**src/rtl/mmsos_pkg.sv**
```systemverilog
// Shared constants, step/status types and the digit inverse helper for the
// SOS Montgomery multiplier. No dependencies; compiled first.
package mmsos_pkg;

  localparam int unsigned DIGIT_BITS = 4;
  localparam int unsigned FIELD_W    = 64;
  localparam int unsigned DC_W       = 5;
  localparam int unsigned DIGITS_DEF = 16;
  localparam int unsigned PADDR_W    = 4;

  localparam logic [FIELD_W-1:0] MODULUS_RST = 64'd255;
  localparam logic [DC_W-1:0]    DC_RST      = 5'd2;

  // register index = paddr[3]
  localparam logic REG_MODULUS     = 1'b0;
  localparam logic REG_DIGIT_COUNT = 1'b1;

  // datapath step kinds
  localparam logic [1:0] K_MAC   = 2'd0;  // t[p] += mul*opd + carry
  localparam logic [1:0] K_LEAD  = 2'd1;  // m = t[i]*n0' mod 16
  localparam logic [1:0] K_FIN   = 2'd2;  // U - n digit with borrow
  localparam logic [1:0] K_SHIFT = 2'd3;  // align result digits

  typedef struct packed {
    logic                  vld;
    logic [1:0]            kind;
    logic                  zero_rd;  // read data counts as zero
    logic                  first;    // clear carry / borrow in
    logic                  keep;     // final digit goes into result
    logic                  use_m;    // multiplier digit is m
    logic [DIGIT_BITS-1:0] opd;
    logic [DIGIT_BITS-1:0] mul;
  } step_t;

  typedef struct packed {
    logic idle;
    logic done;
    logic bad;
  } seq_stat_t;

  // x with n0*x == -1 mod 16, smallest such x; 0 for even n0
  function automatic logic [DIGIT_BITS-1:0] neg_inv(input logic [DIGIT_BITS-1:0] n0);
    logic [DIGIT_BITS-1:0]   r;
    logic [2*DIGIT_BITS-1:0] pr;
    r  = '0;
    pr = '0;
    for (int x = (1 << DIGIT_BITS) - 1; x >= 0; x--) begin
      pr = {{DIGIT_BITS{1'b0}}, n0} * (2*DIGIT_BITS)'(x);
      if (pr[DIGIT_BITS-1:0] == {DIGIT_BITS{1'b1}}) begin
        r = DIGIT_BITS'(x);
      end
    end
    return r;
  endfunction

endpackage

```
**src/rtl/mmsos_if.sv**
```systemverilog
// Valid/ready channel interfaces for operand items and result items.
// Depends on mmsos_pkg.
interface mmsos_in_if;
  logic                             valid;
  logic                             ready;
  logic [mmsos_pkg::FIELD_W-1:0]    operand_a;
  logic [mmsos_pkg::FIELD_W-1:0]    operand_b;

  modport source (output valid, output operand_a, output operand_b, input ready);
  modport sink   (input valid, input operand_a, input operand_b, output ready);
endinterface

interface mmsos_out_if;
  logic                             valid;
  logic                             ready;
  logic [mmsos_pkg::FIELD_W-1:0]    product;
  logic                             bad_modulus;

  modport source (output valid, output product, output bad_modulus, input ready);
  modport sink   (input valid, input product, input bad_modulus, output ready);
endinterface

```
**src/rtl/mmsos_cfg.sv**
```systemverilog
// APB-style register file: modulus and digit_count.
// Depends on mmsos_pkg.
module mmsos_cfg (
  input  logic                              clk,
  input  logic                              rst_n,
  input  logic                              psel,
  input  logic                              penable,
  input  logic                              pwrite,
  input  logic [mmsos_pkg::PADDR_W-1:0]     paddr,
  input  logic [mmsos_pkg::FIELD_W-1:0]     pwdata,
  output logic [mmsos_pkg::FIELD_W-1:0]     prdata,
  output logic                              pready,
  output logic [mmsos_pkg::FIELD_W-1:0]     modulus,
  output logic [mmsos_pkg::DC_W-1:0]        digit_count
);
  import mmsos_pkg::*;

  logic [FIELD_W-1:0] modulus_r, modulus_nxt;
  logic [DC_W-1:0]    dc_r, dc_nxt;
  logic               wr_en;
  logic               reg_idx;

  assign pready  = 1'b1;
  assign wr_en   = psel && penable && pwrite;
  assign reg_idx = paddr[3];

  always_comb begin
    modulus_nxt = modulus_r;
    dc_nxt      = dc_r;
    if (wr_en) begin
      unique case (reg_idx)
        REG_MODULUS:     modulus_nxt = pwdata;
        REG_DIGIT_COUNT: dc_nxt      = pwdata[DC_W-1:0];
        default: ;
      endcase
    end
  end

  always_comb begin
    unique case (reg_idx)
      REG_MODULUS:     prdata = modulus_r;
      REG_DIGIT_COUNT: prdata = FIELD_W'(dc_r);
      default:         prdata = '0;
    endcase
  end

  always_ff @(posedge clk) begin
    if (!rst_n) begin
      modulus_r <= MODULUS_RST;
      dc_r      <= DC_RST;
    end else begin
      modulus_r <= modulus_nxt;
      dc_r      <= dc_nxt;
    end
  end

  assign modulus     = modulus_r;
  assign digit_count = dc_r;

endmodule

```
**src/rtl/mmsos_seq.sv**
```systemverilog
// Step sequencer: operand shift registers and pass/position counters that
// issue one digit step per cycle to the datapath. Depends on mmsos_pkg.
module mmsos_seq #(
  parameter int unsigned DIGITS = mmsos_pkg::DIGITS_DEF
) (
  input  logic                              clk,
  input  logic                              rst_n,
  input  logic                              start,
  input  logic                              take,
  input  logic [mmsos_pkg::FIELD_W-1:0]     operand_a,
  input  logic [mmsos_pkg::FIELD_W-1:0]     operand_b,
  input  logic [mmsos_pkg::FIELD_W-1:0]     modulus,
  input  logic [mmsos_pkg::DC_W-1:0]        digit_count,
  output mmsos_pkg::step_t                  step,
  output logic [$clog2(2*DIGITS+1)-1:0]     addr,
  output mmsos_pkg::seq_stat_t              stat
);
  import mmsos_pkg::*;

  localparam int unsigned DW = DIGITS * DIGIT_BITS;
  localparam int unsigned SW = $clog2(DIGITS + 1);
  localparam int unsigned AW = $clog2(2*DIGITS + 1);
  localparam int unsigned IW = (DIGITS > 1) ? $clog2(DIGITS) : 1;

  localparam logic [2:0] S_IDLE  = 3'd0;
  localparam logic [2:0] S_PROD  = 3'd1;
  localparam logic [2:0] S_LEAD  = 3'd2;
  localparam logic [2:0] S_RED   = 3'd3;
  localparam logic [2:0] S_FIN   = 3'd4;
  localparam logic [2:0] S_ALIGN = 3'd5;
  localparam logic [2:0] S_WAIT  = 3'd6;
  localparam logic [2:0] S_DONE  = 3'd7;

  logic [2:0]            state_r, state_nxt;
  logic [SW-1:0]         s_r, s_nxt, k_r, k_nxt;
  logic [IW-1:0]         i_r, i_nxt;
  logic [AW-1:0]         j_r, j_nxt, p_r, p_nxt;
  logic [DW-1:0]         a_r, a_nxt, a_sr_r, a_sr_nxt, b_sr_r, b_sr_nxt;
  logic [DW-1:0]         n_r, n_nxt, n_sr_r, n_sr_nxt;
  logic [DIGIT_BITS-1:0] ninv_r, ninv_nxt;
  logic                  bad_r, bad_nxt;

  logic [SW-1:0]         s_eff;
  logic [DW-1:0]         dmask;
  logic [AW-1:0]         s_ext, two_s, end_j;
  logic                  last_pass;

  assign s_ext     = AW'(s_r);
  assign two_s     = AW'({s_r, 1'b0});
  assign last_pass = (AW'(i_r) == s_ext - AW'(1));
  assign end_j     = last_pass ? s_ext + AW'(1) : s_ext;

  // effective digit count and digit mask for a new item
  always_comb begin
    if (digit_count == '0) begin
      s_eff = SW'(1);
    end else if (digit_count > DC_W'(DIGITS)) begin
      s_eff = SW'(DIGITS);
    end else begin
      s_eff = SW'(digit_count);
    end
    for (int k = 0; k < int'(DIGITS); k++) begin
      dmask[k*DIGIT_BITS +: DIGIT_BITS] = (k < int'(s_eff)) ? '1 : '0;
    end
  end

  always_comb begin
    state_nxt = state_r;
    s_nxt     = s_r;
    k_nxt     = k_r;
    i_nxt     = i_r;
    j_nxt     = j_r;
    p_nxt     = p_r;
    a_nxt     = a_r;
    a_sr_nxt  = a_sr_r;
    b_sr_nxt  = b_sr_r;
    n_nxt     = n_r;
    n_sr_nxt  = n_sr_r;
    ninv_nxt  = ninv_r;
    bad_nxt   = bad_r;
    step      = '0;
    addr      = p_r;

    unique case (state_r)
      S_IDLE: begin
        if (start) begin
          s_nxt    = s_eff;
          a_nxt    = operand_a[DW-1:0] & dmask;
          a_sr_nxt = operand_a[DW-1:0] & dmask;
          b_sr_nxt = operand_b[DW-1:0] & dmask;
          n_nxt    = modulus[DW-1:0] & dmask;
          n_sr_nxt = modulus[DW-1:0] & dmask;
          ninv_nxt = neg_inv(modulus[DIGIT_BITS-1:0]);
          bad_nxt  = !modulus[0];
          i_nxt    = '0;
          j_nxt    = '0;
          p_nxt    = '0;
          state_nxt = modulus[0] ? S_PROD : S_DONE;
        end
      end

      // product pass i: t[i+j] += a[j]*b[i]; first pass sees an empty t
      S_PROD: begin
        step.vld     = 1'b1;
        step.kind    = K_MAC;
        step.zero_rd = (i_r == '0) || (j_r >= s_ext);
        step.first   = (j_r == '0);
        step.opd     = a_sr_r[DIGIT_BITS-1:0];
        step.mul     = b_sr_r[DIGIT_BITS-1:0];
        a_sr_nxt     = a_sr_r >> DIGIT_BITS;
        j_nxt        = j_r + AW'(1);
        p_nxt        = p_r + AW'(1);
        if (j_r == end_j) begin
          j_nxt = '0;
          if (last_pass) begin
            i_nxt     = '0;
            p_nxt     = '0;
            n_sr_nxt  = n_r;
            state_nxt = S_LEAD;
          end else begin
            i_nxt    = i_r + IW'(1);
            p_nxt    = AW'(i_r) + AW'(1);
            a_sr_nxt = a_r;
            b_sr_nxt = b_sr_r >> DIGIT_BITS;
          end
        end
      end

      S_LEAD: begin
        step.vld  = 1'b1;
        step.kind = K_LEAD;
        step.mul  = ninv_r;
        j_nxt     = '0;
        state_nxt = S_RED;
      end

      // reduction pass i: add m*n at digit i, carry ripples to the top
      S_RED: begin
        step.vld   = 1'b1;
        step.kind  = K_MAC;
        step.first = (j_r == '0);
        step.use_m = 1'b1;
        step.opd   = n_sr_r[DIGIT_BITS-1:0];
        n_sr_nxt   = n_sr_r >> DIGIT_BITS;
        j_nxt      = j_r + AW'(1);
        p_nxt      = p_r + AW'(1);
        if (p_r == two_s) begin
          n_sr_nxt = n_r;
          j_nxt    = '0;
          if (last_pass) begin
            p_nxt     = s_ext;
            state_nxt = S_FIN;
          end else begin
            i_nxt     = i_r + IW'(1);
            p_nxt     = AW'(i_r) + AW'(1);
            state_nxt = S_LEAD;
          end
        end
      end

      // U - n over digits s..2s
      S_FIN: begin
        step.vld   = 1'b1;
        step.kind  = K_FIN;
        step.first = (j_r == '0);
        step.keep  = (p_r != two_s);
        step.opd   = n_sr_r[DIGIT_BITS-1:0];
        n_sr_nxt   = n_sr_r >> DIGIT_BITS;
        j_nxt      = j_r + AW'(1);
        p_nxt      = p_r + AW'(1);
        if (p_r == two_s) begin
          if (s_r == SW'(DIGITS)) begin
            state_nxt = S_WAIT;
          end else begin
            k_nxt     = SW'(DIGITS) - s_r;
            state_nxt = S_ALIGN;
          end
        end
      end

      S_ALIGN: begin
        step.vld  = 1'b1;
        step.kind = K_SHIFT;
        k_nxt     = k_r - SW'(1);
        if (k_r == SW'(1)) begin
          state_nxt = S_WAIT;
        end
      end

      S_WAIT: state_nxt = S_DONE;

      S_DONE: begin
        if (take) begin
          state_nxt = S_IDLE;
        end
      end

      default: state_nxt = S_IDLE;
    endcase
  end

  always_ff @(posedge clk) begin
    if (!rst_n) begin
      state_r <= S_IDLE;
      bad_r   <= 1'b0;
    end else begin
      state_r <= state_nxt;
      bad_r   <= bad_nxt;
    end
  end

  always_ff @(posedge clk) begin
    s_r    <= s_nxt;
    k_r    <= k_nxt;
    i_r    <= i_nxt;
    j_r    <= j_nxt;
    p_r    <= p_nxt;
    a_r    <= a_nxt;
    a_sr_r <= a_sr_nxt;
    b_sr_r <= b_sr_nxt;
    n_r    <= n_nxt;
    n_sr_r <= n_sr_nxt;
    ninv_r <= ninv_nxt;
  end

  assign stat.idle = (state_r == S_IDLE);
  assign stat.done = (state_r == S_DONE);
  assign stat.bad  = bad_r;

endmodule

```
**src/rtl/mmsos_dpath.sv**
```systemverilog
// Digit datapath: t digit memory, 4x4 multiply-accumulate, borrow chain and
// result shift registers. Depends on mmsos_pkg.
module mmsos_dpath #(
  parameter int unsigned DIGITS = mmsos_pkg::DIGITS_DEF
) (
  input  logic                                   clk,
  input  logic                                   rst_n,
  input  mmsos_pkg::step_t                       step,
  input  logic [$clog2(2*DIGITS+1)-1:0]          addr,
  output logic [DIGITS*mmsos_pkg::DIGIT_BITS-1:0] result
);
  import mmsos_pkg::*;

  localparam int unsigned DW = DIGITS * DIGIT_BITS;
  localparam int unsigned AW = $clog2(2*DIGITS + 1);
  localparam int unsigned TD = 2*DIGITS + 1;

  logic [DIGIT_BITS-1:0]   t_mem_r [TD];
  logic [DIGIT_BITS-1:0]   rd_r;
  step_t                   stp_r;
  logic [AW-1:0]           addr_r;
  logic [DIGIT_BITS-1:0]   carry_r, carry_nxt, m_r, m_nxt;
  logic                    borrow_r, borrow_nxt;
  logic [DW-1:0]           u_sr_r, u_sr_nxt, d_sr_r, d_sr_nxt;

  logic [DIGIT_BITS-1:0]   rd_eff, opd_sel, mul_d, cin;
  logic [2*DIGIT_BITS-1:0] prod, sum;
  logic [DIGIT_BITS:0]     sub, diff;
  logic                    mem_we;

  assign rd_eff  = stp_r.zero_rd ? '0 : rd_r;
  assign opd_sel = (stp_r.kind == K_LEAD) ? rd_r : stp_r.opd;
  assign mul_d   = stp_r.use_m ? m_r : stp_r.mul;
  assign cin     = stp_r.first ? '0 : carry_r;
  assign prod    = {{DIGIT_BITS{1'b0}}, mul_d} * {{DIGIT_BITS{1'b0}}, opd_sel};
  assign sum     = {{DIGIT_BITS{1'b0}}, rd_eff} + prod + {{DIGIT_BITS{1'b0}}, cin};
  assign sub     = {1'b0, stp_r.opd} + {{DIGIT_BITS{1'b0}}, (!stp_r.first && borrow_r)};
  assign diff    = {1'b0, rd_r} - sub;
  assign mem_we  = stp_r.vld && (stp_r.kind == K_MAC);

  always_comb begin
    carry_nxt  = carry_r;
    m_nxt      = m_r;
    borrow_nxt = borrow_r;
    u_sr_nxt   = u_sr_r;
    d_sr_nxt   = d_sr_r;
    if (stp_r.vld) begin
      case (stp_r.kind)
        K_MAC:  carry_nxt = sum[2*DIGIT_BITS-1:DIGIT_BITS];
        K_LEAD: m_nxt     = prod[DIGIT_BITS-1:0];
        K_FIN: begin
          borrow_nxt = diff[DIGIT_BITS];
          if (stp_r.keep) begin
            u_sr_nxt = u_sr_r >> DIGIT_BITS;
            d_sr_nxt = d_sr_r >> DIGIT_BITS;
            u_sr_nxt[DW-1 -: DIGIT_BITS] = rd_r;
            d_sr_nxt[DW-1 -: DIGIT_BITS] = diff[DIGIT_BITS-1:0];
          end
        end
        K_SHIFT: begin
          u_sr_nxt = u_sr_r >> DIGIT_BITS;
          d_sr_nxt = d_sr_r >> DIGIT_BITS;
        end
        default: ;
      endcase
    end
  end

  always_ff @(posedge clk) begin
    if (mem_we) begin
      t_mem_r[addr_r] <= sum[DIGIT_BITS-1:0];
    end
    rd_r <= t_mem_r[addr];
  end

  always_ff @(posedge clk) begin
    if (!rst_n) begin
      stp_r <= '0;
    end else begin
      stp_r <= step;
    end
  end

  always_ff @(posedge clk) begin
    addr_r   <= addr;
    carry_r  <= carry_nxt;
    m_r      <= m_nxt;
    borrow_r <= borrow_nxt;
    u_sr_r   <= u_sr_nxt;
    d_sr_r   <= d_sr_nxt;
  end

  // U when U < n, else U - n
  assign result = borrow_r ? u_sr_r : d_sr_r;

endmodule

```
**src/rtl/montgomery_multiply_sos.sv**
```systemverilog
// Montgomery multiplier top level: channels, register port, output register.
// Depends on mmsos_pkg, mmsos_if, mmsos_cfg, mmsos_seq and mmsos_dpath.
//
// Computes a*b*R^-1 mod n on 4-bit digits with R = 16^s, s the digit_count
// register clamped to 1..DIGITS; operands and modulus are cut to their low s
// digits. Separated operand scanning: the full 2s-digit product goes into a
// (2*DIGITS+1)-digit memory, s reduction passes follow (n0' = -n^-1 mod 16 is
// derived from the modulus' low digit), then one conditional subtraction.
// Everything runs through a single 4x4 multiply-accumulate and one memory
// read plus one write per cycle, one item at a time. An even modulus skips
// the arithmetic: the sequencer goes straight to its done state and the
// item returns product 0 with bad_modulus set through the output register.
// The result sits in an output register, so the next item can be accepted
// while it waits. Write registers only while no item is in flight.
module montgomery_multiply_sos #(
  parameter int unsigned DIGITS = mmsos_pkg::DIGITS_DEF
) (
  input  logic                              clk,
  input  logic                              rst_n,
  mmsos_in_if.sink                          in_ch,
  mmsos_out_if.source                       out_ch,
  input  logic                              psel,
  input  logic                              penable,
  input  logic                              pwrite,
  input  logic [mmsos_pkg::PADDR_W-1:0]     paddr,
  input  logic [mmsos_pkg::FIELD_W-1:0]     pwdata,
  output logic [mmsos_pkg::FIELD_W-1:0]     prdata,
  output logic                              pready
);
  import mmsos_pkg::*;

  localparam int unsigned DW = DIGITS * DIGIT_BITS;
  localparam int unsigned AW = $clog2(2*DIGITS + 1);

  logic [FIELD_W-1:0] modulus;
  logic [DC_W-1:0]    digit_count;
  step_t              step;
  logic [AW-1:0]      addr;
  seq_stat_t          stat;
  logic [DW-1:0]      result;
  logic               start, take;

  logic               out_vld_r, out_vld_nxt;
  logic [FIELD_W-1:0] product_r;
  logic               bad_r;

  mmsos_cfg u_cfg (
    .clk         (clk),
    .rst_n       (rst_n),
    .psel        (psel),
    .penable     (penable),
    .pwrite      (pwrite),
    .paddr       (paddr),
    .pwdata      (pwdata),
    .prdata      (prdata),
    .pready      (pready),
    .modulus     (modulus),
    .digit_count (digit_count)
  );

  mmsos_seq #(.DIGITS(DIGITS)) u_seq (
    .clk         (clk),
    .rst_n       (rst_n),
    .start       (start),
    .take        (take),
    .operand_a   (in_ch.operand_a),
    .operand_b   (in_ch.operand_b),
    .modulus     (modulus),
    .digit_count (digit_count),
    .step        (step),
    .addr        (addr),
    .stat        (stat)
  );

  mmsos_dpath #(.DIGITS(DIGITS)) u_dpath (
    .clk    (clk),
    .rst_n  (rst_n),
    .step   (step),
    .addr   (addr),
    .result (result)
  );

  // one item in the core at a time
  assign in_ch.ready = stat.idle;
  assign start       = in_ch.valid && stat.idle;

  // hand the finished result to the output register when it is free
  assign take = stat.done && (!out_vld_r || out_ch.ready);

  always_comb begin
    out_vld_nxt = out_vld_r;
    if (take) begin
      out_vld_nxt = 1'b1;
    end else if (out_ch.ready) begin
      out_vld_nxt = 1'b0;
    end
  end

  always_ff @(posedge clk) begin
    if (!rst_n) begin
      out_vld_r <= 1'b0;
    end else begin
      out_vld_r <= out_vld_nxt;
    end
  end

  always_ff @(posedge clk) begin
    if (take) begin
      product_r <= stat.bad ? '0 : FIELD_W'(result);
      bad_r     <= stat.bad;
    end
  end

  assign out_ch.valid       = out_vld_r;
  assign out_ch.product     = product_r;
  assign out_ch.bad_modulus = bad_r;

endmodule

```
**src/flat_wrapper.sv**
```systemverilog
// flat-port wrapper written by rule: the top's interface ports become plain ports
module montgomery_multiply_sos_flat import mmsos_pkg::*;
#(
  parameter int unsigned DIGITS = mmsos_pkg::DIGITS_DEF
)
  (clk, rst_n, psel, penable, pwrite, paddr, pwdata, prdata, pready, in_ch_valid, in_ch_operand_a, in_ch_operand_b, in_ch_ready, out_ch_valid, out_ch_product, out_ch_bad_modulus, out_ch_ready);
  mmsos_in_if in_ch_i ();
  mmsos_out_if out_ch_i ();
  input  logic clk;
  input  logic rst_n;
  input  logic psel;
  input  logic penable;
  input  logic pwrite;
  input  logic [mmsos_pkg::PADDR_W-1:0] paddr;
  input  logic [mmsos_pkg::FIELD_W-1:0] pwdata;
  output logic [mmsos_pkg::FIELD_W-1:0] prdata;
  output logic pready;
  input wire logic [$bits(in_ch_i.valid)-1:0] in_ch_valid;
  input wire logic [$bits(in_ch_i.operand_a)-1:0] in_ch_operand_a;
  input wire logic [$bits(in_ch_i.operand_b)-1:0] in_ch_operand_b;
  output wire logic [$bits(in_ch_i.ready)-1:0] in_ch_ready;
  output wire logic [$bits(out_ch_i.valid)-1:0] out_ch_valid;
  output wire logic [$bits(out_ch_i.product)-1:0] out_ch_product;
  output wire logic [$bits(out_ch_i.bad_modulus)-1:0] out_ch_bad_modulus;
  input wire logic [$bits(out_ch_i.ready)-1:0] out_ch_ready;
  assign in_ch_i.valid = in_ch_valid;
  assign in_ch_i.operand_a = in_ch_operand_a;
  assign in_ch_i.operand_b = in_ch_operand_b;
  assign in_ch_ready = in_ch_i.ready;
  assign out_ch_valid = out_ch_i.valid;
  assign out_ch_product = out_ch_i.product;
  assign out_ch_bad_modulus = out_ch_i.bad_modulus;
  assign out_ch_i.ready = out_ch_ready;
  montgomery_multiply_sos #(.DIGITS(DIGITS)) u_core (.clk(clk), .rst_n(rst_n), .in_ch(in_ch_i), .out_ch(out_ch_i), .psel(psel), .penable(penable), .pwrite(pwrite), .paddr(paddr), .pwdata(pwdata), .prdata(prdata), .pready(pready));
endmodule
```
**config.mk**
```make
export PLATFORM = sky130hd
export DESIGN_NAME = montgomery_multiply_sos_flat
export DESIGN_NICKNAME = d
export VERILOG_FILES = /design/src/rtl/mmsos_pkg.sv /design/src/rtl/mmsos_if.sv /design/src/rtl/mmsos_cfg.sv /design/src/rtl/mmsos_seq.sv /design/src/rtl/mmsos_dpath.sv /design/src/rtl/montgomery_multiply_sos.sv /design/src/flat_wrapper.sv
export SDC_FILE = /design/constraint.sdc
export NUM_CORES = 1
export LEC_CHECK = 0
export ABC_AREA = 1
export BUFFER_PORTS_ARGS = -buffer_cell sky130_fd_sc_hd__buf_2
export CAP_MARGIN = 10
export CORE_MARGIN = 4
export CORE_UTILIZATION = 45
export DETAILED_ROUTE_END_ITERATION = 16
export GPL_ROUTABILITY_DRIVEN = 0
export PLACE_DENSITY = 0.59
export SYNTH_ARGS = -nofsm -noshare
export SYNTH_HDL_FRONTEND = slang
export SYNTH_SLANG_ARGS = --single-unit
```
**constraint.sdc**
```tcl
create_clock -name clk -period 12 [get_ports clk]
set_input_delay 2.4 -clock clk [delete_from_list [all_inputs] [get_ports clk]]
set_output_delay 2.4 -clock clk [all_outputs]
set_load 0.005 [all_outputs]
```
== Word level (Yosys, flattened, before mapping) ==
Memories as Yosys holds them, arrays and structs flattened. A register that Yosys moved wholly into a read port is not among the register bits.
Cells that the tools add are included.
Word-level totals
  input bits: 203
  memory bits (writable): 132
  bits in registers: 647
  memories: 1
  output and inout bits: 132
  word-level logic and storage cells: 246
Cells by class
  equal/unequal tests: 35
  reduce and logical (&&, ||, !) cells: 47
  multiplexer cells: 86
  $lt $le $gt $ge: 18
  multipliers: 8
  bitwise gates (word level): 4
  add/subtract/negate cells: 12
Memory list
  u_core.u_dpath.t_mem_r: words 33, bits a word 4, read ports 1, clocked after memory_dff 1, write ports 1, line mmsos_dpath.sv:18  | logic [DIGIT_BITS-1:0] t_mem_r [TD];
Operators by type and width (count)
  2-to-1 mux 64 bit: 13
  case mux 64 bit (2 select lines): 5
  case mux 64 bit (4 select lines): 1
  bitwise AND 64 bit: 3
  2-to-1 mux 4 bit: 29
  less-than comparator 4 x 5 -> 1 bit (first input constant): 8
  2-to-1 mux 6 bit: 6
  2-to-1 mux 3 bit: 11
  equality test 4 bit (second input constant): 8
  2-to-1 mux 5 bit: 6
  case mux 6 bit (5 select lines): 1
  case mux 3 bit (8 select lines): 1
  case mux 6 bit (4 select lines): 1
  AND reduction 2 bit: 12
  less-than comparator 3 x 5 -> 1 bit (first input constant): 4
  != test 2 bit (second input constant): 10
  case mux 4 bit (2 select lines): 2
  adder 6 x 1 -> 6 bit (second input constant): 2
  equality test 3 bit (second input constant): 4
  equality test 6 bit: 2
  multiplier 4 x 3 -> 4 bit (second input constant): 3
  case mux 3 bit (4 select lines): 1
  case mux 4 bit (3 select lines): 1
  less-than comparator 1 x 5 -> 1 bit (first input constant): 2
  50 further kinds: 74

== Depth between registers and ports, before layout ==
Gate-level depths: netlist of run 1.
  depth in word-level cells: 9
  gate-level depth with buffers: 20
  gate-level depth less buffers: 20

== Hierarchy ==
Synthesis of run 1 repeated with hierarchy kept, for this count alone.
Unflattened totals
  cell total of the unflattened synthesis: 3593
  area, all modules: 36093.4 um^2
By module, submodules not included
  mmsos_seq: seq. area each 10590.2 um^2, instances 1, cells an instance 1868, area an instance 17823.3 um^2
  mmsos_dpath: seq. area each 8578.2 um^2, instances 1, cells an instance 943, area an instance 12200.5 um^2
  mmsos_cfg: seq. area each 1381.3 um^2, instances 1, cells an instance 573, area an instance 3505.9 um^2
  montgomery_multiply_sos: seq. area each 1971.9 um^2, instances 1, cells an instance 209, area an instance 2563.7 um^2

== Worst setup path before layout of run 1 ==
Ideal clock, no wire load.
  path type: input port to flip-flop
  start: input port in_ch_valid
  end: register u_core.u_seq.a_sr_r[0], enable pin
  path buffers: 0
  setup time: 424 ps
  data arrival time: 10258 ps
  stages on the path: 4
  required time: 11576 ps
  slack: 1318 ps
  cell sequence: inv_1 -> nor2_1 -> inv_1 -> nand2_1
Between the ends
  word-level cells in the longest chain between the ends: 3
Ends and longest elaborated chain
  start: declaration: line flat_wrapper.sv:18  | input wire logic [$bits(in_ch_i.valid)-1:0] in_ch_valid;
  logical AND 1 bit: line montgomery_multiply_sos.sv:85  | assign start = in_ch.valid && stat.idle;
  != test 2 x 1 -> 1 bit (no source line)
  AND reduction 2 bit (no source line)
  end signal: assignment: line mmsos_seq.sv:219  | a_sr_r <= a_sr_nxt;
  end: declaration: line mmsos_seq.sv:38  | logic [DW-1:0] a_r, a_nxt, a_sr_r, a_sr_nxt, b_sr_r, b_sr_nxt;
Every way passes these cells.
A chain may end at the register's enable or synchronous reset.

== Final worst setup path of run 1 ==
  start: input port paddr[3] (netlist name)
  end: output port prdata[2] (netlist name)
Between the ends
  word-level cells in the longest chain between the ends: 2
Ends and longest elaborated chain
  start: declaration: line flat_wrapper.sv:14  | input logic [mmsos_pkg::PADDR_W-1:0] paddr;
  NOT 1 bit (no source line)
  case mux 64 bit (2 select lines) *: line mmsos_cfg.sv:40  | unique case (reg_idx)
  end: declaration: line flat_wrapper.sv:16  | output logic [mmsos_pkg::FIELD_W-1:0] prdata;
Every way passes the cells marked *; elsewhere a longest branch is shown, timed or not.

==> summary.md, run 1 <==
| Metric | Value |
|---|---|
| H-tree levels | `3` |
| Iter 0 DRT Violations | `2078` |
| Post-CTS setup repair buffer count | `0` |
| Worst-path clk slew | `about 60 ps` |
| Core footprint | `0.0744 mm²` |
| LEAKAGE | `15.1 nW` |
| Port-buffer cells | `330` |
| Hold_buf cts | `0` |
| CTS sink cnt | `roughly 780` |
| Final slew viol count | `0` |
| First-pass GRT wire length | `128000 µm` |
| Post-Syn Area | `0.0337 mm²` |
| Largest net degree at the start of global routing | `about 110` |
| Worst EP arrival | `3700 ps` |
| Critical path cell sequence | `buf_2 -> o21ai_0 -> buf_2` |
| Final Hold Fails | `0` |
| P per Cell Area | `230 mW/mm²` |
| Final instance area | `0.0390 mm²` |
| Starting density of the core | `0.453` |
| Cell taking the most area after synthesis | `edfxtp_1` |
| Highest-count cells in the layout ignoring fill and taps | `edfxtp_1, nor2_1, nand2_1` |
| Final min period | `about 6100 ps` |
| Synth top area cells | `edfxtp_1, dfxtp_1, nor2_1` |
| Synthesized flop and latch total | `783` |
| Die area | `0.0794 mm²` |
| Area of the multi-input gates | `approximately 0.0096 mm²` |
| Cell repeated most along the worst path | `buf_2` |
| Layout net count | `3728` |
| Longest Clk Path Bufs | `3` |
| Yosys top cell area share | `0.609` |
| Pre-CTS setup slack | `between 5000 and 6000 ps` |
| Ports | `335` |
| Area after DPL | `0.0362 mm²` |
| Total global routing overflow | `0` |
| Type of the worst min-delay path | `flip-flop to flip-flop` |
| Worst skew pair latency | `630 ps` |
| Top_reg_cell synth | `edfxtp_1` |
| CP peak stage delay | `between 800 and 900 ps` |
| # DRC | `0` |
| ANT nets after route | `0` |
| Outcome | `finished clean` |
| Avg Cell Area, Syn | `10.6 µm²` |
| CTS root buffer | `clkbuf_16` |
| Max Freq | `~160 MHz` |
| Die Ht | `282 µm` |
| Slowest CP cell | `buf_2` |
| CTS resizes | `0` |
| Slew HR | `0.249` |
| WL final | `82500 µm` |
| Worst EP required | `between 9000 and 10000 ps` |
| Setup crit start kind | `input port` |
| Final Skew | `25.2 ps` |
| Worst Tran Pin Value | `between 1000 and 1500 ps` |
| Initial antenna violation count | `16` |
| Area delta synth->final | `15.5%` |
| Commonest non-fill, non-tap cell in the layout | `edfxtp_1` |
| Max Cap Viol | `0` |
| Period utilization | `0.508` |
| Warnings, synthesis | `0` |
| Ys async rst share | `0` |
| Drt wl/cell | `18.3 µm` |
| Fill cell count | `~6500` |
| Setup tns final | `0 ps` |
| Register Area | `0.0225 mm²` |
| Vias in the first global route | `23600` |
| Final Setup Violations | `0` |
| Number of distinct library cells after synthesis | `48` |
| Mapped Cells | `between 3000 and 4000` |
| Syn Nets | `3451` |
| Row count | `100` |
| DRT Pass-1 Iters | `6` |
| Fraction of layout cells with a size suffix above 1 | `0.144` |
| Vias post-DR | `around 24000` |
| Crit Path Max Fanout | `71` |
| Final worst slack | `between 5000 and 6000 ps` |
| DP HPWL | `53100 µm` |
| VDD IR max | `0.219 mV` |
| Die Wd | `around 280 µm` |
| Critical Path Sink Type | `primary output` |
| CTS Buf Count | `84` |
| CTS tree | `yes` |
| Kind of critical path | `input port to primary output` |
| GRT Total Usage | `0.202` |
| RSZ-0062 raised after global routing | `false` |
| Post-synth EDFFs | `684` |
| Vias/cell | `between 5 and 6` |
| Seq/Total Area, Yosys | `0.667` |
## cells in the mapped netlist (2+ instances only)
cell type	count
a32o_1	4
clkbuf_1	140
o22ai_1	36
nor4_1	2
xor2_1	24
dfxtp_1	99
a21boi_0	2
nor2_2	3
buf_6	3
o32ai_1	2
o21bai_1	2
a31oi_1	3
xnor2_1	13
nor3_1	72
inv_2	7
a211oi_1	4
nand3_1	130
buf_2	7
o21ai_1	57
a21oi_1	149
nor2_1	511
buf_1	11
o211ai_1	7
inv_1	269
nor2_4	2
o221ai_1	4
o21ai_0	353
fa_1	13
ha_1	47
buf_4	8
clkinv_1	4
o21a_1	7
nand4_1	16
nand2_1	479
o31ai_1	2
edfxtp_1	684
## per-layer routing
metal / routed length (µm) / global-route usage / vias up
met4: 1560 / 0.0493 / 16
li1: - / - / 11500
met5: 100 / 0 / -
met3: 4940 / 0.0417 / 135
met1: 35400 / 0.271 / 11600
met2: 40500 / 0.340 / 684
## cell type report
cell class | instances | share of cell area
flip-flops and latches | 783 | 0.578
repair buffers | 360 | 0.0482
clock buffers | 106 | 0.0571
multi-input cells | 1956 | 0.245
diodes | 9 | 0.000578
well taps | 969 | 0.0311
inverters | 280 | 0.0270
clock inverters | 48 | 0.0131
## sequential cells by signal, indices dropped and copies added, names as in the netlist, 3 cells and up
signal	flops
u_core.u_dpath.stp_r	15
u_core.u_seq.i_r	4
u_core.u_dpath.rd_r	4
u_core.u_seq.b_sr_r	64
u_core.u_dpath.d_sr_r	64
u_core.u_dpath.u_sr_r	64
u_core.u_seq.a_r	64
u_core.u_seq.j_r	6
u_core.u_seq.k_r	5
u_core.u_dpath.addr_r	6
u_core.u_seq.a_sr_r	64
u_core.u_dpath.t_mem_r	132
u_core.u_seq.addr	6
u_core.u_seq.n_sr_r	64
u_core.u_seq.n_r	64
u_core.u_cfg.digit_count	5
u_core.out_ch.product	64
u_core.u_cfg.modulus	64
u_core.u_dpath.carry_r	4
u_core.u_seq.ninv_r	4
u_core.u_seq.s_r	5
u_core.u_dpath.m_r	4
u_core.u_seq.state_r	3
## through the flow
| step | power, mW | instances | util | hold WS [ps] |
|---|---|---|---|---|
| after global routing | 9.43 | 4503 | 0.523 | 439 |
| after floorplan | 5.71 | 3188 | - | 388 |
| after detailed placement | 6.47 | 4348 | 0.486 | 427 |
| after global placement | 6.41 | 4348 | 0.486 | 423 |
| after CTS | 9.03 | 4502 | 0.523 | 425 |
| final | 8.96 | 4511 | 0.523 | 431 |
## critical path, delay by kind of cell
family / cells / cell delay, ps
buffers and inverters: 2 / 1030
AOI/OAI and AO/OA: 1 / 240
## path summary, 6_finish.rpt
check	start	endpoint	slack [ps]	cells after the start
worst max-delay path	paddr[3]	prdata[2]	5900	3
worst min-delay path	u_core.u_dpath.u_sr_r[35]$_DFFE_PP_	u_core.u_dpath.u_sr_r[31]$_DFFE_PP_	430	0
worst max register to register	u_core.u_seq.s_r[0]$_DFFE_PP_	u_core.u_seq.b_sr_r[19]$_DFFE_PP_	6970	19
worst min register to register	u_core.u_dpath.u_sr_r[35]$_DFFE_PP_	u_core.u_dpath.u_sr_r[31]$_DFFE_PP_	430	0
## report_power, final
group / total, mW / switching, mW / internal (mW) / leakage, nW
combinational: 2.17 / 1.63 / 0.539 / 6.54
clock: 2.55 / 1.06 / 1.49 / 1.33
sequential: 4.24 / 0.235 / 4.00 / 7.24
## cells by family (layout without fill, tap and decap cells)
group,after synthesis,in the layout,share of synthesized area
compound gates,637,637,0.0995
fa+ha+maj,60,60,0.0251
xor+xnor,37,37,0.00960
other cells,1,10,0.000111
buf+inv,449,794,0.0518
flops,783,783,0.667
simple gates,1221,1221,0.147
Power figures use the tool's default switching activity.
==> inputs of run 2 (changes only) <==
==> constraint.sdc (replaced) <==
create_clock -name clk -period 6.2 [get_ports clk]
set_input_delay 1.24 -clock clk [delete_from_list [all_inputs] [get_ports clk]]
set_output_delay 1.24 -clock clk [all_outputs]
set_load 0.005 [all_outputs]
==> summary.md, run 2 (synthesized netlist as in run 1, its figures left out) <==
| Metric | Value |
|---|---|
| Biggest register | `u_core.u_dpath.t_mem_r` |
| Final Hold Fails | `0` |
| H-tree levels | `3` |
| Critical Path Sink Type | `flip-flop` |
| # DRC | `0` |
| Area delta synth->final | `15.2%` |
| CTS root buffer | `clkbuf_16` |
| Iter 0 DRT Violations | `1922` |
| Type of the worst min-delay path | `flip-flop to flip-flop` |
| CTS resizes | `0` |
| Ports | `335` |
| Starting density of the core | `0.453` |
| Crit Path Max Fanout | `9` |
| Layout net count | `between 3000 and 4000` |
| Outcome | `finished clean` |
| ANT nets after route | `0` |
| Post-CTS setup repair buffer count | `0` |
| Vias in the first global route | `23400` |
| P per Cell Area | `441 mW/mm²` |
| Total power | `~17 mW` |
| R2r worst-path depth | `17` |
| Total global routing overflow | `0` |
| Worst skew pair latency | `between 600 and 700 ps` |
| Slew HR | `0.215` |
| CP peak stage delay | `approximately 560 ps` |
| Kind of critical path | `flip-flop to flip-flop` |
| LEAKAGE | `15.1 nW` |
| DRT Pass-1 Iters | `6` |
| Vias post-DR | `23700` |
| First-pass GRT wire length | `129000 µm` |
| Final Setup Violations | `0` |
| Register Area | `0.0225 mm²` |
| Worst Tran Pin Value | `around 1200 ps` |
| Port-buffer cells | `330` |
| RSZ-0062 raised after global routing | `false` |
| Final slew viol count | `0` |
| GRT Total Usage | `0.204` |
| Flip-flop count of the largest register after layout | `around 130` |
| CTS sink cnt | `around 780` |
| Die Wd | `282 µm` |
| Worst EP arrival | `5010 ps` |
| DP HPWL | `53700 µm` |
| Highest-count cells in the layout ignoring fill and taps | `edfxtp_1, nor2_1, nand2_1` |
| Setup crit start kind | `flip-flop` |
| Longest Clk Path Bufs | `3` |
| Worst-path clk slew | `60 ps` |
| Core footprint | `0.0744 mm²` |
| Row count | `100` |
| Final min period | `4640 ps` |
| Vias/cell | `about 5.3` |
| Period utilization | `0.749` |
| Final Skew | `about 38 ps` |
| CTS Buf Count | `84` |
| WL final | `82700 µm` |
| Die Ht | `282 µm` |
| Drt wl/cell | `18.3 µm` |
| Fill cell count | `between 6000 and 7000` |
| Max Freq | `around 220 MHz` |
| Die area | `0.0794 mm²` |
| CTS tree | `yes` |
| Slowest CP cell | `fa_1` |
| Area of the multi-input gates | `about 0.0096 mm²` |
| Initial antenna violation count | `17` |
| Critical path cell sequence | `nand2_1 -> nand2_1 -> o21a_1 -> nand2_1 -> fa_1 -> inv_1 -> fa_1 -> inv_1 -> fa_1 -> fa_1 -> inv_1 -> ha_1 -> nand2_1 -> nor2_1 -> a211oi_1 -> nor3_1 -> xor2_1` |
| Largest net degree at the start of global routing | `104` |
| Fraction of layout cells with a size suffix above 1 | `0.142` |
| Max Cap Viol | `0` |
| Worst hold path stage count | `0` |
| Setup tns final | `0 ps` |
| VDD IR max | `0.396 mV` |
| Commonest non-fill, non-tap cell in the layout | `edfxtp_1` |
| Worst EP required | `6570 ps` |
| Hold_buf cts | `0` |
run 2: changes by cell type in the layout (fill, tap and decap cells not counted), sizes merged:
cell | previous run | this run
clkbuf | 106 | 123
inv | 277 | 279
buf | 360 | 365
clkinvlp | 4 | 0
clkinv | 39 | 28
bufinv | 8 | 1
run 2: layout make-up:
cell class / instances / area share
clock inverters: 28 / 0.00589
multi-input cells: 1956 / 0.246
clock buffers: 123 / 0.0599
diodes: 9 / 0.000579
well taps: 969 / 0.0312
repair buffers: 365 / 0.0507
flip-flops and latches: 783 / 0.579
inverters: 280 / 0.0271
run 2: power breakdown:
part           internal, mW  switching, mW  total [mW]
combinational          1.13           3.15        4.28
clock                  2.66           2.02        4.69
sequential             7.74          0.445        8.19
total                  11.5           5.62        17.2
run 2: worst max-delay path: cells and delay by family, from the launching register on:
kind | cells | cell delay [ps]
AO/OA/AOI/OAI | 2 | 490
adder cells (fa/ha/maj) | 5 | 2520
flip-flops | 1 | 400
buffers and inverters | 3 | 160
XOR/XNOR | 1 | 170
AND/OR/NAND/NOR | 6 | 630
run 2: through the flow:
step	util	hold WS (ps)	instance area, µm²	std cells	setup WS (ps)
2_1_floorplan	-	388	33800	3188	398
4_1_cts	0.521	432	38800	4502	1560
3_5_place_dp	0.487	426	36300	4351	1570
5_1_grt	0.522	442	38900	4507	1260
6_report	0.522	437	38900	4513	1560
3_3_place_gp	0.487	423	36300	4351	1620
run 2: metal layers:
| layer | GRT usage | share of wire | routed length (µm) |
|---|---|---|---|
| met3 | 0.0431 | 0.062 | 5090 |
| met5 | 0 | 0.00066 | 55 |
| met2 | 0.345 | 0.49 | 40700 |
| met1 | 0.272 | 0.43 | 35300 |
| met4 | 0.0496 | 0.019 | 1560 |
run 2: final timing paths:
| kind | from | end | slack (ps) |
|---|---|---|---|
| worst min register to register | u_core.u_dpath.d_sr_r[24]$_DFFE_PP_ | u_core.u_dpath.d_sr_r[20]$_DFFE_PP_ | 440 |
| worst min-delay path | u_core.u_dpath.d_sr_r[24]$_DFFE_PP_ | u_core.u_dpath.d_sr_r[20]$_DFFE_PP_ | 440 |
| worst max-delay path | u_core.u_dpath.stp_r[12]$_SDFF_PN0_ | u_core.u_dpath.carry_r[3]$_DFFE_PP_ | 1560 |
| worst max register to register | u_core.u_dpath.stp_r[12]$_SDFF_PN0_ | u_core.u_dpath.carry_r[3]$_DFFE_PP_ | 1560 |
==> inputs of run 3 (changes only) <==
==> constraint.sdc (replaced) <==
create_clock -name clk -period 4.3 [get_ports clk]
set_input_delay 0.86 -clock clk [delete_from_list [all_inputs] [get_ports clk]]
set_output_delay 0.86 -clock clk [all_outputs]
set_load 0.005 [all_outputs]
==> summary.md, run 3 (synthesized netlist as in run 1, its figures left out) <==
| Metric | Value |
|---|---|
| Die Wd | `282 µm` |
| Slowest CP cell | `fa_2` |
| Area of the multi-input gates | `approximately 0.0096 mm²` |
| Final slew viol count | `0` |
| CTS Buf Count | `slightly above 80` |
| Worst Tran Pin Value | `a little under 1000 ps` |
| Max layer used | `met5` |
| Final core occ | `0.531` |
| Type of the worst min-delay path | `input port to flip-flop` |
| Vias post-DR | `24100` |
| Int Power | `17.3 mW` |
| Final Skew | `34.0 ps` |
| Die Ht | `around 280 µm` |
| Vias/cell | `around 5.3` |
| Total power | `~26 mW` |
| Worst EP required | `4690 ps` |
| Ports | `335` |
| Layout net count | `3763` |
| Kind of critical path | `flip-flop to flip-flop` |
| Largest net degree at the start of global routing | `203` |
| Longest Clk Path Bufs | `3` |
| Area delta synth->final | `17.0%` |
| Worst-path clk slew | `60 ps` |
| Worst Path Buf+Inv | `4` |
| CTS sink cnt | `783` |
| Drt wl/cell | `18.6 µm` |
| R2R setup slack | `160 ps` |
| Switch Pwr | `roughly 8.4 mW` |
| Total global routing overflow | `0` |
| Top delay family on crit path | `adder cells` |
| H-tree levels | `3` |
| Row count | `100` |
| P per Cell Area | `649 mW/mm²` |
| Iter 0 DRT Violations | `1979` |
| ANT nets after route | `0` |
| First-pass GRT wire length | `131000 µm` |
| CTS tree | `yes` |
| Register Area | `approximately 0.023 mm²` |
| Sw frac | `0.327` |
| Fin cells | `4544` |
| Critical Path Sink Type | `flip-flop` |
| WL final | `84500 µm` |
| GRT Total Usage | `0.207` |
| Max Freq | `242 MHz` |
| Clock group share of total power | `0.283` |
| Port-buffer cells | `330` |
| Critical path cell sequence | `inv_2 -> nand2_4 -> nand2_2 -> o21a_1 -> nand2_2 -> fa_1 -> inv_1 -> fa_1 -> inv_1 -> fa_2 -> fa_1 -> inv_2 -> ha_4 -> nand2_2 -> nor2_2 -> a211oi_2 -> nor3_2 -> xor2_1` |
| Setup crit start kind | `flip-flop` |
| Flip-flop count of the largest register after layout | `between 100 and 150` |
| Sequential Power Share | `0.459` |
| Worst EP arrival | `4530 ps` |
| Logic pwr share | `0.258` |
| Crit Path Max Fanout | `9` |
| Slew HR | `0.341` |
| CTS root buffer | `clkbuf_16` |
| VDD IR max | `about 0.49 mV` |
| LEAKAGE | `between 15 and 20 nW` |
| Hold_buf cts | `0` |
| CP peak stage delay | `600 ps` |
| Final Hold Fails | `0` |
| Max Cap Viol | `0` |
| Worst skew pair latency | `640 ps` |
| # DRC | `0` |
| Met2 Wirelength | `40600 µm` |
| Area after DPL | `roughly 0.037 mm²` |
| Fill cell count | `6490` |
| DRT Pass-1 Iters | `5` |
| Die area | `0.0794 mm²` |
| Starting density of the core | `0.453` |
| Final min period | `4140 ps` |
| Commonest non-fill, non-tap cell in the layout | `edfxtp_1` |
| Outcome | `finished clean` |
| Biggest register | `u_core.u_dpath.t_mem_r` |
| Wl on met1 | `36400 µm` |
| WL met3 | `4890 µm` |
| Initial antenna violation count | `12` |
| Final Setup Violations | `0` |
| Core footprint | `approximately 0.074 mm²` |
| Period utilization | `0.963` |
| Dpl cells | `4379` |
| DP HPWL | `54900 µm` |
| Highest-count cells in the layout ignoring fill and taps | `edfxtp_1, nor2_1, nand2_1` |
| Fraction of layout cells with a size suffix above 1 | `0.158` |
| Final instance area | `0.0395 mm²` |
| Vias in the first global route | `23900` |
run 3: area by class of cell:
type                       instances  area share
antenna                            6    0.000380
sequential                       783       0.570
clock inverter                    47      0.0118
clock buffer                     107      0.0593
timing repair buffer             395      0.0570
inverter                         280      0.0266
multi-input combinational       1957       0.244
tap                              969      0.0307
run 3: metrics by stage:
stage	hold slack (ps)	setup WS [ps]	setup TNS (ps)
finish	423	159	0
CTS	383	5.08	0
floorplan	388	-73.9	-3740
global placement	423	-199	-6890
global route	398	-10.5	-10.5
detailed placement	429	-290	-10100
run 3: power groups by stage:
stage	Sequential [mW]	Combinational (mW)	Clock (mW)
floorplan	11.7	4.16	0
global placement	11.9	6.17	0
detailed placement	11.9	6.34	0
CTS	11.8	6.49	7.39
global route	11.9	7.36	7.70
finish	11.8	6.60	7.26
run 3: worst paths after layout:
| kind | to | startpoint | cells past startpoint |
|---|---|---|---|
| worst max-delay path | u_core.u_dpath.carry_r[3]$_DFFE_PP_ | u_core.u_dpath.stp_r[13]$_SDFF_PN0_ | 18 |
| worst min-delay path | u_core.u_seq.a_r[0]$_DFFE_PP_ | in_ch_operand_a[0] | 1 |
| worst max register to register | u_core.u_dpath.carry_r[3]$_DFFE_PP_ | u_core.u_dpath.stp_r[13]$_SDFF_PN0_ | 18 |
| worst min register to register | u_core.u_dpath.d_sr_r[23]$_DFFE_PP_ | u_core.u_dpath.d_sr_r[27]$_DFFE_PP_ | 0 |
run 3: per-layer routing:
layer / GRT usage / vias up
met5: 0 / -
met4: 0.0674 / 10
met3: 0.0400 / 155
met2: 0.343 / 708
met1: 0.276 / 11600
li1: - / 11600
run 3: timing repair:
action                     4_1_cts  5_1_grt
resized for setup                5       11
setup endpoints to repair       36       36
cloned                           1        0
pin swaps                        2        8
buffers inserted                 0        4
